## config.mk

```make
export PLATFORM = sky130hd
export DESIGN_NAME = lass_cell
export DESIGN_NICKNAME = d
export VERILOG_FILES = /design/src/sv/lass_pkg.sv /design/src/sv/lass_cell.sv
export SDC_FILE = /design/constraint.sdc
export NUM_CORES = 1
export LEC_CHECK = 0
export BUFFER_PORTS_ARGS = -buffer_cell sky130_fd_sc_hd__buf_2
export CAP_MARGIN = 10
export CORE_MARGIN = 3
export CORE_UTILIZATION = 30
export CTS_CLUSTER_SIZE = 12
export DETAILED_ROUTE_END_ITERATION = 12
export SLEW_MARGIN = 10
export SYNTH_ARGS = -nofsm -noshare
export SYNTH_HDL_FRONTEND = slang
export SYNTH_SLANG_ARGS = --single-unit
export TNS_END_PERCENT = 1
```

## constraint.sdc

```tcl
create_clock -name clk -period 12 [get_ports clk]
set_clock_uncertainty 0.05 [all_clocks]
set_input_delay 2.4 -clock clk [delete_from_list [all_inputs] [get_ports clk]]
set_output_delay 2.4 -clock clk [all_outputs]
set_load 0.005 [all_outputs]
```

## src/sv/lass_pkg.sv

```systemverilog
package lass_pkg;

	localparam int SYM_W   = 8;
	localparam int SCORE_W = 10;
	localparam int POS_W   = 32;
	localparam int QIDX_W  = 6;
	localparam int QLEN_W  = 7;
	localparam int PEN_W   = 4;
	localparam int CFG_W   = 7;
	localparam int SUM_W   = 12;

	localparam logic [SCORE_W-1:0] SCORE_MAX = '1;
	localparam logic [POS_W-1:0]   POS_MAX   = '1;

	localparam logic [QLEN_W-1:0] QLEN_RST     = 7'd1;
	localparam logic [PEN_W-1:0]  MATCH_RST    = 4'd3;
	localparam logic [PEN_W-1:0]  MISMATCH_RST = 4'd3;
	localparam logic [PEN_W-1:0]  GAP_RST      = 4'd2;

	typedef enum logic [1:0] {
		REG_QUERY_LENGTH = 2'd0,
		REG_MATCH        = 2'd1,
		REG_MISMATCH     = 2'd2,
		REG_GAP          = 2'd3
	} reg_index_t;

	typedef enum logic {
		KIND_QUERY = 1'b0,
		KIND_DB    = 1'b1
	} kind_t;

	typedef struct packed {
		kind_t              kind;
		logic [SYM_W-1:0]   symbol;
		logic [QIDX_W-1:0]  query_index;
		logic               last;
	} item_t;

	typedef struct packed {
		logic [SCORE_W-1:0] best_score;
		logic               found;
		logic [QIDX_W-1:0]  best_query_pos;
		logic [POS_W-1:0]   best_db_pos;
	} result_t;

	typedef struct packed {
		logic [QLEN_W-1:0] query_length;
		logic [PEN_W-1:0]  match_score;
		logic [PEN_W-1:0]  mismatch_penalty;
		logic [PEN_W-1:0]  gap_penalty;
	} cfg_t;

	// One database column travelling down the row of cells.
	typedef struct packed {
		logic               valid;
		logic               last;
		logic [SYM_W-1:0]   sym;
		logic [POS_W-1:0]   pos;
		logic [SCORE_W-1:0] up;
		logic [SCORE_W-1:0] tok_val;
		logic [POS_W-1:0]   tok_col;
	} wave_t;

endpackage

```

## src/sv/lass_cell.sv

```systemverilog
module lass_cell
	import lass_pkg::*;
#(
	parameter int IDX = 0,
	parameter int RW  = 6
) (
	input  logic          clk,
	input  logic          arst_n,
	input  cfg_t          cfg,
	input  logic          qwr,
	input  logic [SYM_W-1:0] qsym,
	input  wave_t         win,
	input  logic [RW-1:0] row_in,
	output wave_t         wout,
	output logic [RW-1:0] row_out
);

	logic [SYM_W-1:0]   qsym_q;
	logic [SCORE_W-1:0] left_q;
	logic [SCORE_W-1:0] diag_q;
	logic [SCORE_W-1:0] bval_q;
	logic [POS_W-1:0]   bcol_q;
	logic               valid_q;
	wave_t              wave_q;
	logic [RW-1:0]      row_q;

	logic               active;
	logic signed [SUM_W-1:0] d, l, u, hmax;
	logic [SCORE_W-1:0] h;
	logic               upd;
	logic [SCORE_W-1:0] nb_val;
	logic [POS_W-1:0]   nb_col;
	logic               take;

	always_comb begin
		active = win.valid && (32'(IDX) < 32'(cfg.query_length));
		d = $signed({2'b00, diag_q}) + ((qsym_q == win.sym)
			? $signed({8'b0, cfg.match_score})
			: -$signed({8'b0, cfg.mismatch_penalty}));
		l = $signed({2'b00, left_q}) - $signed({8'b0, cfg.gap_penalty});
		u = $signed({2'b00, win.up}) - $signed({8'b0, cfg.gap_penalty});
		hmax = '0;
		if (d > hmax) begin
			hmax = d;
		end
		if (l > hmax) begin
			hmax = l;
		end
		if (u > hmax) begin
			hmax = u;
		end
		if (!active) begin
			h = '0;
		end else if (hmax > $signed({2'b00, SCORE_MAX})) begin
			h = SCORE_MAX;
		end else begin
			h = hmax[SCORE_W-1:0];
		end
		upd = active && (h > bval_q);
		nb_val = upd ? h : bval_q;
		nb_col = upd ? win.pos : bcol_q;
		take = nb_val > win.tok_val;
	end

	always_ff @(posedge clk) begin
		if (qwr) begin
			qsym_q <= qsym;
		end
	end

	always_ff @(posedge clk or negedge arst_n) begin
		if (!arst_n) begin
			left_q  <= '0;
			diag_q  <= '0;
			bval_q  <= '0;
			bcol_q  <= '0;
			valid_q <= 1'b0;
		end else begin
			valid_q <= win.valid;
			if (win.valid) begin
				if (win.last) begin
					left_q <= '0;
					diag_q <= '0;
					bval_q <= '0;
					bcol_q <= '0;
				end else begin
					if (active) begin
						left_q <= h;
					end
					diag_q <= win.up;
					bval_q <= nb_val;
					bcol_q <= nb_col;
				end
			end
		end
	end

	always_ff @(posedge clk) begin
		wave_q.valid   <= win.valid;
		wave_q.last    <= win.last;
		wave_q.sym     <= win.sym;
		wave_q.pos     <= win.pos;
		wave_q.up      <= active ? h : left_q;
		wave_q.tok_val <= take ? nb_val : win.tok_val;
		wave_q.tok_col <= take ? nb_col : win.tok_col;
		row_q          <= take ? RW'(IDX) : row_in;
	end

	always_comb begin
		wout = wave_q;
		wout.valid = valid_q;
		row_out = row_q;
	end

endmodule

```

== After elaboration in Yosys (flattened, before gate mapping) ==
Index checks and enable logic that the tools add are counted.

* Bits in registers: 170
* Latch bits: 0
* RAM bits: 0
* Bits in read-only memories: 0
* Input port bits: 130
* Output and inout bits: 100
* Logic and storage cells: 42
* Memories: 0

* $add $sub $neg: 4
* Multipliers: 0
* Divide/modulo/power cells: 0
* $lt $le $gt $ge: 7
* Equality and inequality tests: 1
* Shift operators: 0
* Multiplexer cells: 15
* Bitwise gates (word level): 0
* Reduce and logical (&&, ||, !) cells: 2

{| class="wikitable"
|+ Operators with widths
! kind !! number
|-
| two-way mux 32 bit || 3
|-
| two-way mux 10 bit || 8
|-
| two-way mux 12 bit || 4
|-
| > comparator 11 x 12 -> 1 bit || 2
|-
| subtractor 10 x 4 -> 11 bit || 2
|-
| > comparator 10 bit || 2
|-
| adder 11 x 12 -> 12 bit || 1
|-
| > comparator 12 x 1 -> 1 bit, second input constant || 1
|-
| > comparator 12 x 11 -> 1 bit, second input constant || 1
|-
| negator 4 -> 12 bit || 1
|-
| equality test 8 bit || 1
|-
| less-than comparator 1 x 7 -> 1 bit, first input constant || 1
|-
| logical AND 1 bit || 2
|}

== Logic depth before layout (Yosys ltp) ==
* Word-level depth: 17
* Depth in mapped cells: 54
* Mapped depth without buffers: 50

== Worst setup path after synthesis ==
No wires, ideal clock.

* Path kind: input-to-reg
* Start: input port win[87] in the netlist's numbering
* End: register wave_q (netlist bit wout[37])
* Setup time: 0.147 ns
* Arrival time: 12.244 ns
* Data required time: 11.803 ns
* Slack: -0.441 ns
* Stages on the path: 49
* Path buffers: 6
* Cell sequence: xor2_1 nor4_2 and2_1 buf_2 mux2_2 ha_1 a211oi_1 o21bai_1 a21oi_1 xnor2_1 or4_1 nor4_1 nand3b_1 nand3_1 ha_1 o211ai_1 a21oi_1 o211a_2 [13 not listed] a21o_1 a21o_1 a21oi_1 o211ai_1 nand2_1 buf_2 clkbuf_1 o31ai_1 ha_1 nand4_1 nor2_1 a21oi_1 o211ai_1 and2_1 clkbuf_1 nand3_1 a2111oi_0 a2111oi_2

* Cells in the longest elaborated chain, start to end: 17

{| class="wikitable"
|+ Ends and longest elaborated chain
! what !! RTL line !! source
|-
| start, declared || lass_cell.sv:12 || <nowiki>input wave_t win,</nowiki>
|-
| equality test 8 bit (*) || lass_cell.sv:37 || <nowiki>d = $signed({2'b00, diag_q}) + ((qsym_q == win.sym)</nowiki>
|-
| two-way mux 12 bit (*) || lass_cell.sv:38 || <nowiki>? $signed({8'b0, cfg.match_score})</nowiki>
|-
| adder 11 x 12 -> 12 bit (*) || lass_cell.sv:37 ||
|-
| > comparator 12 x 1 -> 1 bit || lass_cell.sv:43 || <nowiki>if (d > hmax) begin</nowiki>
|-
| two-way mux 12 bit (*) || lass_cell.sv:43 ||
|-
| > comparator 11 x 12 -> 1 bit || lass_cell.sv:46 || <nowiki>if (l > hmax) begin</nowiki>
|-
| two-way mux 12 bit (*) || lass_cell.sv:46 ||
|-
| > comparator 11 x 12 -> 1 bit || lass_cell.sv:49 || <nowiki>if (u > hmax) begin</nowiki>
|-
| two-way mux 12 bit (*) || lass_cell.sv:49 ||
|-
| > comparator 12 x 11 -> 1 bit || lass_cell.sv:54 || <nowiki>end else if (hmax > $signed({2'b00, SCORE_MAX})) begin</nowiki>
|-
| two-way mux 10 bit (*) || lass_cell.sv:54 ||
|-
| two-way mux 10 bit (*) || lass_cell.sv:52 || <nowiki>if (!active) begin</nowiki>
|-
| > comparator 10 bit || lass_cell.sv:59 || <nowiki>upd = active && (h > bval_q);</nowiki>
|-
| logical AND 1 bit || lass_cell.sv:59 ||
|-
| two-way mux 10 bit (*) || lass_cell.sv:60 || <nowiki>nb_val = upd ? h : bval_q;</nowiki>
|-
| > comparator 10 bit || lass_cell.sv:62 || <nowiki>take = nb_val > win.tok_val;</nowiki>
|-
| two-way mux 10 bit (*) || lass_cell.sv:104 || <nowiki>wave_q.tok_val <= take ? nb_val : win.tok_val;</nowiki>
|-
| end, declared || lass_cell.sv:24 || <nowiki>wave_t wave_q;</nowiki>
|}

Every way passes the cells marked *; elsewhere a longest branch is shown, timed or not.
A chain may end at the register's enable or synchronous reset.

== Worst setup path in the final report ==
* Start: input port win[84] in the netlist's numbering
* End: register wave_q (netlist bit wout[1])

* Cells in the longest elaborated chain, start to end: 17
* Elaborated cells between the ends (all ways): 18
* Those cells by class: add/sub (1); order compare (6); eq/ne (1); mux (9); reduce/logical (1)

{| class="wikitable"
|+ Ends and longest elaborated chain
! what !! RTL line !! source
|-
| equality test 8 bit (*) || lass_cell.sv:37 ||
|-
| two-way mux 12 bit (*) || lass_cell.sv:38 ||
|-
| adder 11 x 12 -> 12 bit (*) || lass_cell.sv:37 ||
|-
| > comparator 12 x 1 -> 1 bit || lass_cell.sv:43 ||
|-
| two-way mux 12 bit (*) || lass_cell.sv:43 ||
|-
| > comparator 11 x 12 -> 1 bit || lass_cell.sv:46 ||
|-
| two-way mux 12 bit (*) || lass_cell.sv:46 ||
|-
| > comparator 11 x 12 -> 1 bit || lass_cell.sv:49 ||
|-
| two-way mux 12 bit (*) || lass_cell.sv:49 ||
|-
| > comparator 12 x 11 -> 1 bit || lass_cell.sv:54 ||
|-
| two-way mux 10 bit (*) || lass_cell.sv:54 ||
|-
| two-way mux 10 bit (*) || lass_cell.sv:52 ||
|-
| > comparator 10 bit || lass_cell.sv:59 ||
|-
| logical AND 1 bit || lass_cell.sv:59 ||
|-
| two-way mux 10 bit || lass_cell.sv:60 ||
|-
| > comparator 10 bit || lass_cell.sv:62 ||
|-
| two-way mux 32 bit (*) || lass_cell.sv:105 || <nowiki>wave_q.tok_col <= take ? nb_col : win.tok_col;</nowiki>
|}

Marked as above.

==> results.toml <==
[detailed_routing]
drc = 0
drtPass1Iterations = 6
drtIter0Drc = 416
viasPerCell = 4.971
ant_nets = 0
wl_per_cell_um = 17.92
vias = 7745
wl_um = 27920

[pwr]
worst_ir_drop_vdd_v = 0.0001132
powerDensity_nw_per_um2 = 290.4
p_leak_uw = 0.005382
p_total_uw = 3318

[place]
gp_routability_congestion = 0.9790
io_buffer_count = 229
dp_hpwl_um = 21140
pre_cts_ws_ps = -191.6

[timing]
whs_ps = 434.5
slew_headroom_pct = 36.86
period_needed_ps = 11540
rsz0062_at_grt = "yes"
hold_viol_final = 0
fmax_mhz = 86.64
tightest_slew_ps = 947.1
setup_viol = 0
layout_setup_ws_ps = 457.8
finalMaxSlewViolations = 0
finalSetupTns_ps = 0
finalCritPeriodShare_pct = 96.18

[worst_setup_path]
cp_num_buf_inv = 7
cp_slowest_cell = "or4_1"
cp_max_fo = 17
worstPathArrival_ps = 11810
critPathTopFamily = "compound AO/OA/AOI/OAI gates"
critPathLaunchType = "input pin"
crit_path_max_incr_delay_ps = 460
crit_type = "input pin to flip-flop"
worst_ep_required_time_ps = 12270
crit_top_cell = "a21o_1"
endpoint_kind = "flip-flop"

[die]
coreArea_um2 = 27860
ios = 230
die_w_um = 174.6
die_area_um2 = 30470
die_y_um = 174.6
rows = 61
start_util_pct = 30.60

[cts]
clk_latency_ps = 420
ctsHoldBuffers = 0
cts_root_buffer = "clkbuf_16"
cts_buffers = 17
numClockSinks = 170
cts.htree.levels = 4
clock_path_buffers = 2
cts_tree = "yes"
path_clk_slew_ps = 70

[yosys]
synth_nets = 1064
yosysTopAreaCell = "dfxtp_1"
ys_async_sr_fraction_pct = 37.06
ys_warn_count = 0
synth-seq-area-share_pct = 44.56
synth_cell_types = 68
synthCells = 870
synthTopCellsByCount = "99 x dfxtp_1, 77 x nand2_1, 72 x nor2_1"
synth-edff-count = 8
synth_top_area_share_pct = 23.25
synth_ff_type = "dfxtp_1"
ys_ff_latch = 170
synth_area_leaders = "dfxtp_1 23%, dfrtp_1 18%, ha_1 9.0%"
synth_most_common_cell = "dfxtp_1"
avgSynthCellArea_um2 = 9.798
syn_area_um2 = 8524

[flow_run]
max_cap_violations = 0

[global_routing]
grt_usage_pct = 17.41
grt_pass1_wl_um = 41910
grt_max_degree = 71
grt_pass1_vias = 7394
grt.overflow.total = 0
antenna_found_initial = 1

[finish]
multi_input_area_um2 = 4506
fin_nets = 1361
layout-drive-gt1-share_pct = 32.88
syn2layout_area_growth_pct = 34.04
diodes = 0
n_fill_cell = 2779
seqCellArea_um2 = 3799

[run_status]
status = "complete, no violations"

[min_path]
hp-class = "flip-flop to flip-flop"
## registers in the layout, summed over array words and instances, names as in the netlist
name	cells
wout	93
bcol_q	32
bval_q	10
diag_q	10
left_q	10
qsym_q	8
row_out	6
valid_q	1
## cell type report
| class | instances | area share [%] |
|---|---|---|
| tap | 378 | 4.139 |
| timing repair buffer | 313 | 16.36 |
| inverter | 43 | 1.413 |
| sequential | 170 | 33.25 |
| clock inverter | 12 | 1.314 |
| clock buffer | 20 | 4.095 |
| multi-input combinational | 622 | 39.43 |
## tightest hold or removal path, delay by kind of cell (launching register included)
| family | cells | cell delay (ps) |
|---|---|---|
| AO/OA/AOI/OAI | 1 | 60 |
| AND/OR/NAND/NOR | 1 | 50 |
| flip-flops | 1 | 340 |
## layout by cell type, fill, tap and decap left out, drive strengths merged, types with 7 or more instances in the layout
master | netlist | layout
o21a | 7 | 7
edfxtp | 8 | 8
nor3 | 13 | 13
nor2 | 73 | 73
and2 | 15 | 15
nor4 | 8 | 8
o31ai | 31 | 31
o2bb2ai | 38 | 38
a21oi | 60 | 60
dfxtp | 99 | 99
clkbuf | 25 | 22
nand4 | 8 | 8
mux2i | 33 | 33
o21ai | 27 | 27
inv | 43 | 49
a21o | 16 | 16
nand2 | 77 | 77
dfrtp | 63 | 63
xnor2 | 20 | 20
xor2 | 12 | 12
a211oi | 9 | 9
buf | 10 | 311
nor2b | 9 | 9
nand2b | 7 | 7
a31oi | 7 | 7
nand3 | 15 | 15
ha | 61 | 61
a22oi | 12 | 12
## repair_timing
action,CTS,global route
gates resized for setup,0,21
buffers inserted,0,9
setup endpoints to repair,0,48
## path summary, 6_finish.rpt
check / end / slack, ps / from / cells after the start
worst min register to register: left_q[0] / 430 / left_q[0] / 2
worst max register to register: wout[1] / 2170 / qsym_q[0] / 53
worst min-delay path: left_q[0] / 430 / left_q[0] / 2
min in group asynchronous: bcol_q[21] / 2120 / arst_n / 2
worst max-delay path: wout[1] / 460 / win[84] / 54
max in group asynchronous: left_q[4] / 9190 / arst_n / 2
## power by group
part / switching, uW / internal (uW) / total [uW] / leakage, uW
Sequential: 86.9 / 764 / 851 / 0.00173
Clock: 246 / 331 / 578 / 0.000297
Combinational: 1030 / 856 / 1890 / 0.00336
Total: 1370 / 1950 / 3320 / 0.00538
## through the flow
| stage | util (%) | area, um^2 | instances |
|---|---|---|---|
| after global routing | 41.02 | 11430 | 1558 |
| after CTS | 40.19 | 11200 | 1547 |
| after global placement | 37.97 | 10580 | 1515 |
| after detailed placement | 37.97 | 10580 | 1515 |
| after floorplan | - | 8542 | 870 |
| final | 41.02 | 11430 | 1558 |
## metal layers
metal | wire length (um) | vias up | track usage, % | share of wire [%]
met5 | 7 | - | 0 | 0.025
met4 | 586 | 2 | 5.685 | 2.1
met3 | 1718 | 34 | 3.342 | 6.2
met2 | 12990 | 267 | 27.78 | 47
met1 | 12610 | 3702 | 23.81 | 45
li1 | - | 3740 | - | -
## kinds of logic (layout without fill, tap and decap cells)
kind of cell	after synthesis	after routing	synth area share (%)
and+or+nand+nor	246	246	13.67
xor gates and xnor gates	32	32	3.288
adders and majority gates	66	66	9.908
buffers and inverters	78	388	3.699
other	1	1	0.04399
DFF	170	170	44.56
AOI/OAI and AO/OA	241	241	20.56
muxes	36	36	4.271
No activity file was read; power rests on OpenSTA's default activity.
